## src/hdl/psd_pkg.sv

```systemverilog
package psd_pkg;

    localparam int COORD_BITS_DEF = 16;
    localparam int FRAC_BITS_DEF  = 8;

    typedef enum logic [1:0] {
        KIND_INTERIOR = 2'd0,
        KIND_START    = 2'd1,
        KIND_END      = 2'd2,
        KIND_DEGEN    = 2'd3
    } kind_t;

endpackage

```

## src/hdl/psd_div_cell.sv

```systemverilog
module psd_div_cell import psd_pkg::*; #(
    parameter int LW = 34,
    parameter int QW = 51
) (
    input  logic          aclk,
    input  logic          aresetn,
    input  logic          in_valid,
    output logic          in_ready,
    input  logic [LW-1:0] in_rem,
    input  logic [QW-1:0] in_work,
    input  logic [LW-1:0] in_den,
    input  kind_t         in_kind,
    output logic          out_valid,
    input  logic          out_ready,
    output logic [LW-1:0] out_rem,
    output logic [QW-1:0] out_work,
    output logic [LW-1:0] out_den,
    output kind_t         out_kind
);

    logic          v_reg;
    logic [LW:0]   r2, diff;
    logic          ge;

    // one restoring step: shift in the next dividend bit, take out the divisor
    always_comb begin
        r2   = {in_rem, in_work[QW-1]};
        diff = r2 - {1'b0, in_den};
        ge   = (r2 >= {1'b0, in_den});
    end

    assign in_ready  = !v_reg || out_ready;
    assign out_valid = v_reg;

    always_ff @(posedge aclk) begin
        if (!aresetn) begin
            v_reg <= 1'b0;
        end else if (in_ready) begin
            v_reg <= in_valid;
        end
    end

    always_ff @(posedge aclk) begin
        if (in_ready && in_valid) begin
            out_rem  <= ge ? diff[LW-1:0] : r2[LW-1:0];
            out_work <= {in_work[QW-2:0], ge};
            out_den  <= in_den;
            out_kind <= in_kind;
        end
    end

endmodule

```

## config.mk

```make
export PLATFORM = sky130hd
export DESIGN_NAME = psd_div_cell
export DESIGN_NICKNAME = d
export VERILOG_FILES = /design/src/hdl/psd_pkg.sv /design/src/hdl/psd_div_cell.sv
export SDC_FILE = /design/constraint.sdc
export NUM_CORES = 1
export LEC_CHECK = 0
export ABC_AREA = 0
export BUFFER_PORTS_ARGS = -buffer_cell sky130_fd_sc_hd__buf_2
export CORE_MARGIN = 3
export CORE_UTILIZATION = 40
export CTS_BUF_LIST = sky130_fd_sc_hd__clkbuf_16
export DETAILED_ROUTE_END_ITERATION = 8
export PLACE_DENSITY = 0.73
export SLEW_MARGIN = 10
export SYNTH_ARGS = -nofsm -noshare
export SYNTH_HDL_FRONTEND = slang
export SYNTH_SLANG_ARGS = --single-unit
```

## constraint.sdc

```tcl
create_clock -name aclk -period 13.74 [get_ports aclk]
set_input_delay 3.435 -clock aclk [delete_from_list [all_inputs] [get_ports aclk]]
set_output_delay 3.435 -clock aclk [all_outputs]
set_load 0.02 [all_outputs]
```

==> reports/metrics.yaml <==
drive_above_1_share_pct: 38.3
worst_pin_slew_ns: 0.792
track_usage_pct: 18.9
clk_path_buf_depth: 2
fmax_ghz: 0.137
wire_per_inst_um: 17.1
status: "finished clean"
leakagePower_uw: 0.00356
ys_ff_latch: 122
drt_wl_total_um: 16200
crit_buf_inv: 2
ys_top_cells_by_area: "edfxtp_1 (60%), ha_1 (7.0%), o21ai_0 (3.6%), nand2_1 (3.2%), a21oi_1 (2.6%)"
cts_resized: 0
path_cells: "buf_2, nand2b_1, buf_2"
start_kind: "primary input"
finalHoldViolCount: 0
path_delay_family: "buffers and inverters"
cts_made_buffers: 17
fillers: 1271
die_h_um: 129
final_util_pct: 55.4
min_path_type: "flop to flop"
die_x_um: 129
slew_violations: 0
yosys_warnings: 0
cts_hold_buffers: 0
finalSetupTns_ns: 0
slew_headroom_pct: 47.2
final_cells: 949
clock-root-buffer: "clkbuf_16"
rsz0062_at_grt: "no"
drc: 0
place_congestion: 0.835
cp-end-kind: "output pin"
slowest_delay_ns: 0.17
dr.pass1.iters: 4
dp.cells: 917
finalNetCount: 912
cts_tree: "built"
reg2reg_slack_ns: 11.48
rows: 44
fin_skew_ns: 0.00707
setup_viol: 0
fin_area_mm2: 0.00812
clkLatencyLatePin_ns: 0.41
syn_to_final_growth_pct: 34.2
core_area_mm2: 0.0146
drtIter0Drc: 258
finalCritPeriodShare_pct: 53.1
ys.flop_type: "edfxtp_1"
critPathMostFrequentCell: "buf_2"
antennaDiodeCount: 0
max_cap_violations: 0
antenna_found_initial: 2
grt_max_degree: 64
die_area_mm2: 0.0166
io_buffers: 247
dpl_cell_area_mm2: 0.00742
grt_pass1_vias: 4633
dp_hpwl_um: 12600
synth_top_area_cell: "edfxtp_1"
via_per_inst: 5.05
postCtsSetupRepairBufs: 0
vdd_ir_drop_max_uv: 71.3
postSynthCellCount: 505
min_period_ns: 7.29
io_pins: 248
avgSynthCellArea_um2: 12.0
synth_top_area_share_pct: 60.1
synthesis.nets: 665
power_density_mw_per_mm2: 146
num_vias: 4791
antenna_left: 0
worstPathArrival_ns: 3.86
ys_seq_area_share_pct: 60.4
htree_levels: 4
cp_slowest_cell: "buf_2"
synth.distinct_cells: 57
synthArstFlopShare_pct: 0
critPathKind: "primary input to output pin"
cp.required_ns: 10.30
start_util_pct: 41.3
grt_pass1_wl_um: 24100
clk_pin_slew_ns: 0.06
cp_max_fo: 3
globalRouteOverflowTotal: 0
cts.sinks: 122
synth_edf_count: 121
synthesis.area_mm2: 0.00605
==> per-layer routing <==
metal,routed length (um),global-route usage (%),up-vias
met4,314,6.67,4
li1,-,-,2353
met3,1540,7.02,24
met1,6520,22.5,2233
met5,23,0,-
met2,7830,31.6,177
==> power breakdown <==
part / total, uW / switching [uW] / internal, uW
logic: 207 / 131 / 76.4
registers: 455 / 6.49 / 448
clock network: 525 / 166 / 359
total: 1190 / 303 / 884
==> cells in the mapped netlist, drive strengths merged, types with 4 or more instances <==
cell type / number
nand2: 52
nand2b: 5
xor2: 13
and2: 5
xnor2: 16
o21ai: 48
nand3: 7
o31ai: 4
ha: 34
mux2: 4
nand4: 9
edfxtp: 121
clkbuf: 12
o21bai: 4
nor3: 6
a21o: 11
buf: 9
o211ai: 5
nor2: 22
inv: 43
a211oi: 4
a21oi: 34
==> stage by stage <==
stage,total power (uW),hold slack (ns),setup slack [ns]
2_1_floorplan,601,0.750,6.64
3_3_place_gp,666,0.517,6.46
3_5_place_dp,670,0.552,6.44
4_1_cts,1200,0.557,6.44
5_1_grt,1240,0.580,6.43
6_report,1190,0.553,6.45
==> placed cells by master (no fill, tap or decap), types with 3 or more instances in the layout <==
master | Yosys | routed
a211oi_1 | 3 | 3
a21o_1 | 11 | 11
a21oi_1 | 32 | 32
a31oi_1 | 3 | 3
and2_1 | 5 | 4
and3_1 | 3 | 3
buf_2 | 4 | 247
bufinv_16 | 0 | 7
clkbuf_16 | 0 | 17
edfxtp_1 | 121 | 121
ha_1 | 34 | 34
inv_1 | 42 | 43
inv_6 | 0 | 3
mux2_2 | 3 | 3
nand2_1 | 52 | 52
nand2b_1 | 5 | 5
nand3_1 | 7 | 7
nand4_1 | 9 | 9
nor2_1 | 22 | 22
nor3_1 | 6 | 6
o211ai_1 | 4 | 4
o21a_1 | 3 | 3
o21ai_0 | 44 | 44
o21ai_1 | 4 | 4
o21bai_1 | 4 | 4
o31ai_1 | 4 | 4
or3_1 | 3 | 3
xnor2_1 | 16 | 16
xor2_1 | 13 | 13
==> worst paths after layout <==
check            start          end  cells after the start
min          out_valid    out_valid                      2
max reg2reg  out_valid  out_den[30]                      3
max          out_ready     in_ready                      3
min reg2reg  out_valid    out_valid                      2
==> state kept, by name, indices dropped and copies added, names as in the netlist <==
signal	count
out_valid	1
out_kind	2
out_work	51
out_den	34
out_rem	34
==> logic make-up after synthesis <==
family                   after synthesis  synth area share (%)
AO/OA/AOI/OAI                        132                  13.7
flip-flops                           122                  60.4
AND/OR/NAND/NOR                      119                  9.02
buffers and inverters                 64                  4.61
adder cells (fa/ha/maj)               35                  7.36
XOR/XNOR                              29                  4.20
multiplexers                           4                 0.745
==> worst min-delay path, delay by kind of cell, from the launching register on <==
kind	cells	cell delay (ns)
AO/OA/AOI/OAI	1	0.10
flip-flops	1	0.31
AND/OR/NAND/NOR	1	0.10
==> cell type report <==
class | count | area (um2) | area share, %
timing repair buffer | 249 | 1250 | 15.4
clock inverter | 15 | 269 | 3.31
clock buffer | 17 | 425 | 5.24
multi-input combinational | 319 | 2130 | 26.2
inverter | 43 | 161 | 1.99
tap | 184 | 230 | 2.84
sequential | 122 | 3650 | 45.0
Note: power is estimated with default switching activity, not from simulation.
