$ cat config.mk
export PLATFORM = sky130hd
export DESIGN_NAME = psd_sqrt_cell
export DESIGN_NICKNAME = d
export VERILOG_FILES = /design/src/hdl/psd_pkg.sv /design/src/hdl/psd_sqrt_cell.sv
export SDC_FILE = /design/constraint.sdc
export NUM_CORES = 1
export LEC_CHECK = 0
export BUFFER_PORTS_ARGS = -buffer_cell sky130_fd_sc_hd__clkbuf_2
export CAP_MARGIN = 20
export CORE_MARGIN = 8
export CORE_UTILIZATION = 52
export DETAILED_ROUTE_END_ITERATION = 10
export GPL_TIMING_DRIVEN = 0
export HOLD_SLACK_MARGIN = 0.05
export PLACE_DENSITY_LB_ADDON = 0.1
export SYNTH_ARGS = -nofsm -noshare
export SYNTH_HDL_FRONTEND = slang
export SYNTH_SLANG_ARGS = --single-unit
$ cat constraint.sdc
create_clock -name aclk -period 12 [get_ports aclk]
set_clock_uncertainty 0.15 [all_clocks]
set_input_delay 2.4 -clock aclk [delete_from_list [all_inputs] [get_ports aclk]]
set_output_delay 2.4 -clock aclk [all_outputs]
set_load 0.01 [all_outputs]
$ cat src/hdl/psd_pkg.sv
package psd_pkg;

    localparam int COORD_BITS_DEF = 16;
    localparam int FRAC_BITS_DEF  = 8;

    typedef enum logic [1:0] {
        KIND_INTERIOR = 2'd0,
        KIND_START    = 2'd1,
        KIND_END      = 2'd2,
        KIND_DEGEN    = 2'd3
    } kind_t;

endpackage

$ cat src/hdl/psd_sqrt_cell.sv
module psd_sqrt_cell import psd_pkg::*; #(
    parameter int RW = 26
) (
    input  logic            aclk,
    input  logic            aresetn,
    input  logic            in_valid,
    output logic            in_ready,
    input  logic [RW:0]     in_rem,
    input  logic [RW-1:0]   in_root,
    input  logic [2*RW-1:0] in_rad,
    input  kind_t           in_kind,
    output logic            out_valid,
    input  logic            out_ready,
    output logic [RW:0]     out_rem,
    output logic [RW-1:0]   out_root,
    output logic [2*RW-1:0] out_rad,
    output kind_t           out_kind
);

    logic          v_reg;
    logic [RW+2:0] r4, trial, diff;
    logic          ge;

    // one root bit per cell from the next two radicand bits
    always_comb begin
        r4    = {in_rem, in_rad[2*RW-1 -: 2]};
        trial = {1'b0, in_root, 2'b01};
        diff  = r4 - trial;
        ge    = (r4 >= trial);
    end

    assign in_ready  = !v_reg || out_ready;
    assign out_valid = v_reg;

    always_ff @(posedge aclk) begin
        if (!aresetn) begin
            v_reg <= 1'b0;
        end else if (in_ready) begin
            v_reg <= in_valid;
        end
    end

    always_ff @(posedge aclk) begin
        if (in_ready && in_valid) begin
            out_rem  <= ge ? diff[RW:0] : r4[RW:0];
            out_root <= {in_root[RW-2:0], ge};
            out_rad  <= {in_rad[2*RW-3:0], 2'b00};
            out_kind <= in_kind;
        end
    end

endmodule

==> metrics.md, run 1 <==
| Metric | Value |
|---|---|
| Status | finished clean |
| Post-CTS Setup Bufs | 0 |
| Yosys cell types | 52 |
| Max_slew headroom | 0.6655 |
| Post-synth top flop | edfxtp_1 |
| Worst setup path startpoint | out_ready |
| Final nets | 742 |
| Worst EP required | approximately 9500 ps |
| R2R setup slack | approximately 10,000 ps |
| Crit path launch type | input port |
| Final TNS setup | 0 ps |
| GR Overflow Total | 0 |
| Worst path most repeated cell | clkbuf_2 |
| Worst Path Max Fanout | 3 |
| Overall power | 865.7 uW |
| #FFs+latches synth | 106 |
| Die Wd | approximately 120 um |
| TritonRoute pass-1 iters | 5 |
| Sequential cell area | ~0.0032 mm^2 |
| CTS Buffer Depth | 2 |
| RSZ-0062 raised after global routing | no |
| Routability cong. | between 0.8 and 0.9 |
| EDFF count, synth | 105 |
| DP Worst Slack | about 6500 ps |
| Pwr Density | 129.3 mW/mm^2 |
| Syn Std Cell Area | 0.005224 mm^2 |
| Worst r2r src | out_valid |
| Most common cell in the netlist | edfxtp_1 |
| Area contributors post-synth | edfxtp_1 60%, ha_1 6.7%, mux2_4 4.9% |
| Total of max-cap violations | 0 |
| Vias in the first global route | 3,778 |
| Routed WL per cell | 17.33 um |
| Core box area | around 0.0098 mm^2 |
| DRC viols | 0 |
| Final setup fails | 0 |
| Initial antenna violation count | 0 |
| Tightest Hold Check Type | reg -> reg |
| Part of the Yosys area used for sequential elements | 0.6074 |
| CTS buffer count | 9 |
| Worst path max stage delay | 150 ps |
| CP Cell Sequence | clkbuf_2, nand2b_1, clkbuf_2 |
| Total Wirelength | between 10 and 15 mm |
| Post-CTS sizing | 0 |
| H-Tree Depth | 3 |
| Count of input and output buffers | about 220 |
| First-pass GRT wire length | ~19 mm |
| Final period utilization | 0.4433 |
| Fill cell count | about 760 |
| Hold buffer count at CTS | 0 |
| Slew Limit Fails | 0 |
| Hold path startpoint | out_valid |
| Ant. Diodes | 0 |
| Clock sink count | 106 |
| Leakage Power | just over 0.003 uW |
| DR vias | ~3,800 |
| Synth top cells by count | 105 x edfxtp_1, 35 x inv_1, 29 x a21oi_1 |
| Clk Latency, worst-skew pair | 360 ps |
| Crit-path slowest cell | nand2b_1 |
| Synth warnings | 0 |
| Area fraction of the dominant cell type after synthesis | 0.6036 |
| Num rows | 36 |
| Io pins | 220 |
| Cell taking the most area after synthesis | edfxtp_1 |
| Antenna viol nets, final | 0 |
| Worst hold slack | ~390 ps |
| Worst slew pin tran | roughly 500 ps |
| Final worst setup slack | about 6700 ps |
| Type of the worst setup path | in -> out |
| Die Y | between 100 and 150 um |
| Largest net degree at the start of global routing | slightly below 70 |
| CP endpoint kind | output pin |
| Fin crit period | 5319 ps |
| Gate count after technology mapping | 373 |
| Post-synthesis async set-or-reset flop share | 0 |
| Endpoints failing hold | 0 |
| Max frequency | approximately 190 MHz |
| Reg2reg path depth | 3 |
| CTS root buf | clkbuf_8 |
| Overall Global Routing Usage | 0.1870 |
| CP Data Arrival Time | ~2800 ps |
| Clk slew on worst S/H paths | 90 ps |
| TritonCTS clock tree | yes |
| DP Wirelength | 10.37 mm |
| Fraction of layout cells with a size suffix above 1 | 0.4556 |
| Initial Util | 0.5344 |
| Mapped Avg Cell Area | between 10 and 15 um^2 |
| Post-DR vias/cell | approximately 5 |
| Area of the multi-input gates | between 0.0015 and 0.002 mm^2 |
| Util after Layout | 0.6852 |
| DR iter-0 viols | 160 |
| Max VDD drop | slightly above 0.06 mV |
| Die ar. | 0.01351 mm^2 |
| Worst Hold Path Cells | 2 |
| Area growth, synth to finish | 28.22% |
==> worst paths after layout <==
| check | end |
|---|---|
| worst max-delay path | in_ready |
| worst min register to register | out_valid |
| worst max register to register | out_rem[0] |
| worst min-delay path | out_valid |
==> cell families (layout without fill, tap and decap cells) <==
| kind of cell | after synthesis | in the layout | share of synthesized area |
|---|---|---|---|
| other cells | 1 | 2 | 0.0007179 |
| buf+inv | 47 | 281 | 0.05150 |
| xor+xnor | 22 | 22 | 0.03689 |
| compound gates | 79 | 79 | 0.1035 |
| simple gates | 64 | 64 | 0.06491 |
| flops | 106 | 106 | 0.6074 |
| fa+ha+maj | 28 | 28 | 0.06707 |
| mux | 26 | 26 | 0.06802 |
==> flip-flops by register name (all words and copies together), names as in the netlist <==
name / count
out_rem: 27
out_root: 26
out_rad: 50
out_valid: 1
out_kind: 2
==> layout make-up <==
type,instances,area share
flip-flops and latches,106,0.4738
well taps,133,0.02485
multi-input cells,221,0.2670
clock buffers,12,0.02018
plain buffers,12,0.02055
inverters,35,0.01962
clock inverters,4,0.007846
repair buffers,218,0.1663
==> worst max-delay path: cells and delay by family <==
family	cells	cell delay (ps)
buf+inv	2	210
simple gates	1	150
==> where the power goes <==
group	switching (uW)	total, uW	internal (uW)
registers	6.80	450	443
logic	101	197	95.9
clock network	120	218	98.1
total	228	866	638
==> per-stage QoR <==
stage,area (um^2),std cells
detailed placement,6510,725
CTS,6698,741
global route,6698,741
floorplan,5228,374
finish,6698,741
global placement,6480,724
==> metal layers <==
metal	vias up	GRT usage	part of all wire	routed length, um
met4	0	0.05704	0.013	165
met2	152	0.3267	0.50	6457
met3	11	0.07497	0.11	1463
met1	1748	0.2042	0.37	4753
met5	-	0	0	0
li1	1845	-	-	-
==> cells in the final DEF (no fill, tap or decap), types with 7 or more instances in the layout <==
cell type / Yosys / layout
clkbuf_8: 0 / 9
nand4_1: 8 / 8
a21oi_1: 29 / 29
nand2_1: 14 / 14
mux2_2: 8 / 8
clkbuf_2: 0 / 217
inv_1: 35 / 35
xnor2_1: 17 / 17
o21ai_0: 13 / 13
a21o_1: 7 / 7
nor2_1: 11 / 11
edfxtp_1: 105 / 105
mux2_4: 17 / 17
ha_1: 28 / 28
(Power assumes the default switching activity.)
==> run 2, diff against run 1 <==
CORE_UTILIZATION = 48   (was 52)
clock period = 5.2 ns   (was 12 ns; I/O delays follow)
==> run 2 against run 1 <==
  * First-iteration DRC count increased by 47%
  * Sequential share of layout area is 0.23 points lower
  * Hold slack gained 20 ps
  * Utilization fell by 5.9 points
  * Register-to-register slack worse by 6800 ps
  * Final cell count rose by 0.94%
  * Clock power grew to 2.5 times the previous value
  * Highest routed layer unchanged
  * Critical endpoint is now out_rem[21]
==> metrics.md, run 2 (synthesis gave the netlist of run 1 again) <==
| Metric | Value |
|---|---|
| Area growth, synth to finish | 28.84% |
| Slew Limit Fails | 0 (unchanged) |
| CP Data Arrival Time | 3630 ps (+860 ps) |
| Area post-placement | 0.006519 mm^2 (+0.13%) |
| H-Tree Depth | 3 (unchanged) |
| Initial antenna violation count | 0 (unchanged) |
| Fin crit period | ~3700 ps |
| Count of input and output buffers | 217 (unchanged) |
| Initial Util | 0.4861 (-0.04829) |
| R2R setup slack | 3400 ps (-6830 ps) |
| Max_slew headroom | 0.6338 (-0.03167) |
| Leakage Power | 0.003094 uW (+0.40%) |
| Final setup fails | 0 (unchanged) |
| CTS root buf | clkbuf_8 |
| Max VDD drop | 0.1348 mV (+120%) |
| FF-to-FF End | out_rem[24] |
| Clk Latency, worst-skew pair | 360 ps (about the same) |
| DR iter-0 viols | 235 (+47%) |
| TritonCTS clock tree | yes |
| Hold path startpoint | out_valid |
| Worst slew pin tran | 549.2 ps (+47.50 ps) |
| CP endpoint kind | flop |
| Reg2reg path depth | 3 (unchanged) |
| GR Overflow Total | 0 (unchanged) |
| Biggest regs | out_rad (50), out_rem (27), out_root (26) |
| Largest Register | out_rad |
| Largest register FFs | 50 (unchanged) |
| Final period utilization | 0.7039 |
| CTS buffer count | 9 (unchanged) |
| Antenna viol nets, final | 0 (unchanged) |
| DP Wirelength | 10.43 mm (+0.56%) |
| Util after Layout | 0.6263 (-0.05889) |
| Final nets | 742 (unchanged) |
| DRC viols | 0 (unchanged) |
| Endpoints failing hold | 0 (unchanged) |
| Worst r2r src | out_valid |
| TritonRoute pass-1 iters | 4 (-1) |
| Hold EP | out_valid |
| Die Y | 120.3 um (+3.5%) |
| Die Wd | 120.3 um (+3.5%) |
| Worst hold slack | 407.6 ps (+19.95 ps) |
| Leading cell type in the layout, fill and taps excluded | clkbuf_2 |
| Status | finished clean |
| Overall Global Routing Usage | 0.1749 (-0.01218) |
| Post-CTS Setup Bufs | 0 (unchanged) |
| Tightest Hold Check Type | reg -> reg |
| First-pass GRT wire length | 20.11 mm (+4.3%) |
| Pwr Density | 303.2 mW/mm^2 (+130%) |
| Clock sink count | 106 (unchanged) |
| Commonest non-fill, non-tap cells in the layout | 217 x clkbuf_2, 105 x edfxtp_1, 35 x inv_1 |
| Die ar. | 0.01448 mm^2 (+7.2%) |
| Worst EP required | 5170 ps (-4280 ps) |
| DR vias | 3,728 (-0.75%) |
| Routed WL per cell | 17.53 um (+1.2%) |
| CTS Buffer Depth | 2 (unchanged) |
| Crit path launch type | input port |
| Final Cell Area | 0.006730 mm^2 (+0.49%) |
| Post-CTS sizing | 0 (unchanged) |
| Ant. Diodes | 0 (unchanged) |
| Io pins | 220 (unchanged) |
| Num rows | 38 (+5.6%) |
| Final TNS setup | 0 ps (unchanged) |
| RSZ-0062 raised after global routing | no |
| Max frequency | roughly 270 MHz |
| Total of max-cap violations | 0 (unchanged) |
| Vias in the first global route | 3,942 (+4.3%) |
| Core box area | 0.01075 mm^2 (+9.9%) |
| Largest net degree at the start of global routing | 65 (-4.4%) |
| Routability cong. | 0.8315 (-0.66%) |
| Post-DR vias/cell | 4.984 (-1.7%) |
| Fraction of layout cells with a size suffix above 1 | 0.4589 (+0.003289) |
| Clk slew on worst S/H paths | 100 ps (about the same) |
| Type of the worst setup path | in -> reg |
| Hold buffer count at CTS | 0 (unchanged) |
| Worst Hold Path Cells | 2 (unchanged) |
| Total Wirelength | 13.11 mm (+2.1%) |
| Worst Path Max Fanout | 10 (+7) |
| Overall power | 2041 uW (+140%) |
[run 2: cell type report]
cell class                      instances  area, um^2
Buffer                                 12       137.6
Inverter                               35       131.4
Clock buffer                           11       141.4
Timing Repair Buffer                  218        1114
Sequential cell                       106        3173
Clock inverter                          5       70.07
Tap cell                              140       175.2
Multi-Input combinational cell        221        1788
Fill cell                             925        4015
[run 2: where the power goes]
part           switching (uW)  total, uW  internal, uW
combinational             234        456           221
sequential               16.3       1040          1020
clock                     300        545           245
total                     551       2040          1490
[run 2: metal layers]
layer	wire length, um	track usage	part of all wire	vias to the layer above
met4	92	0.04215	0.0070	0
met1	5357	0.2030	0.41	1737
met5	0	0	0	-
met3	1275	0.06480	0.097	8
met2	6385	0.3011	0.49	139
li1	-	-	-	1844
[run 2: worst max-delay path by stage]
| stage | from | endpoint | slack, ps | cells past startpoint |
|---|---|---|---|---|
| floorplan | out_ready | out_kind[0] | 900 | 2 |
| global placement | out_ready | out_rem[0] | 30 | 3 |
| detailed placement | in_root[1] | out_rem[23] | 1080 | 13 |
| CTS | in_root[1] | out_rem[21] | 1510 | 13 |
| global route | in_root[1] | out_rem[21] | 1320 | 13 |
| finish | in_root[1] | out_rem[21] | 1540 | 13 |
[run 2: critical path: stages]
cell	delay (ps)
clkbuf_2	80
inv_1	40
ha_1	330
o21a_1	240
o2bb2ai_1	250
o2bb2ai_1	170
a21bo_2	250
o311ai_4	220
nand3_1	120
a41o_1	260
buf_6	160
buf_12	160
mux2_4	290
[run 2: metrics by stage]
stage,setup slack [ps],instances
2_1_floorplan,897.2,374
3_3_place_gp,30.75,731
3_5_place_dp,1085,732
4_1_cts,1505,748
5_1_grt,1323,748
6_report,1540,748
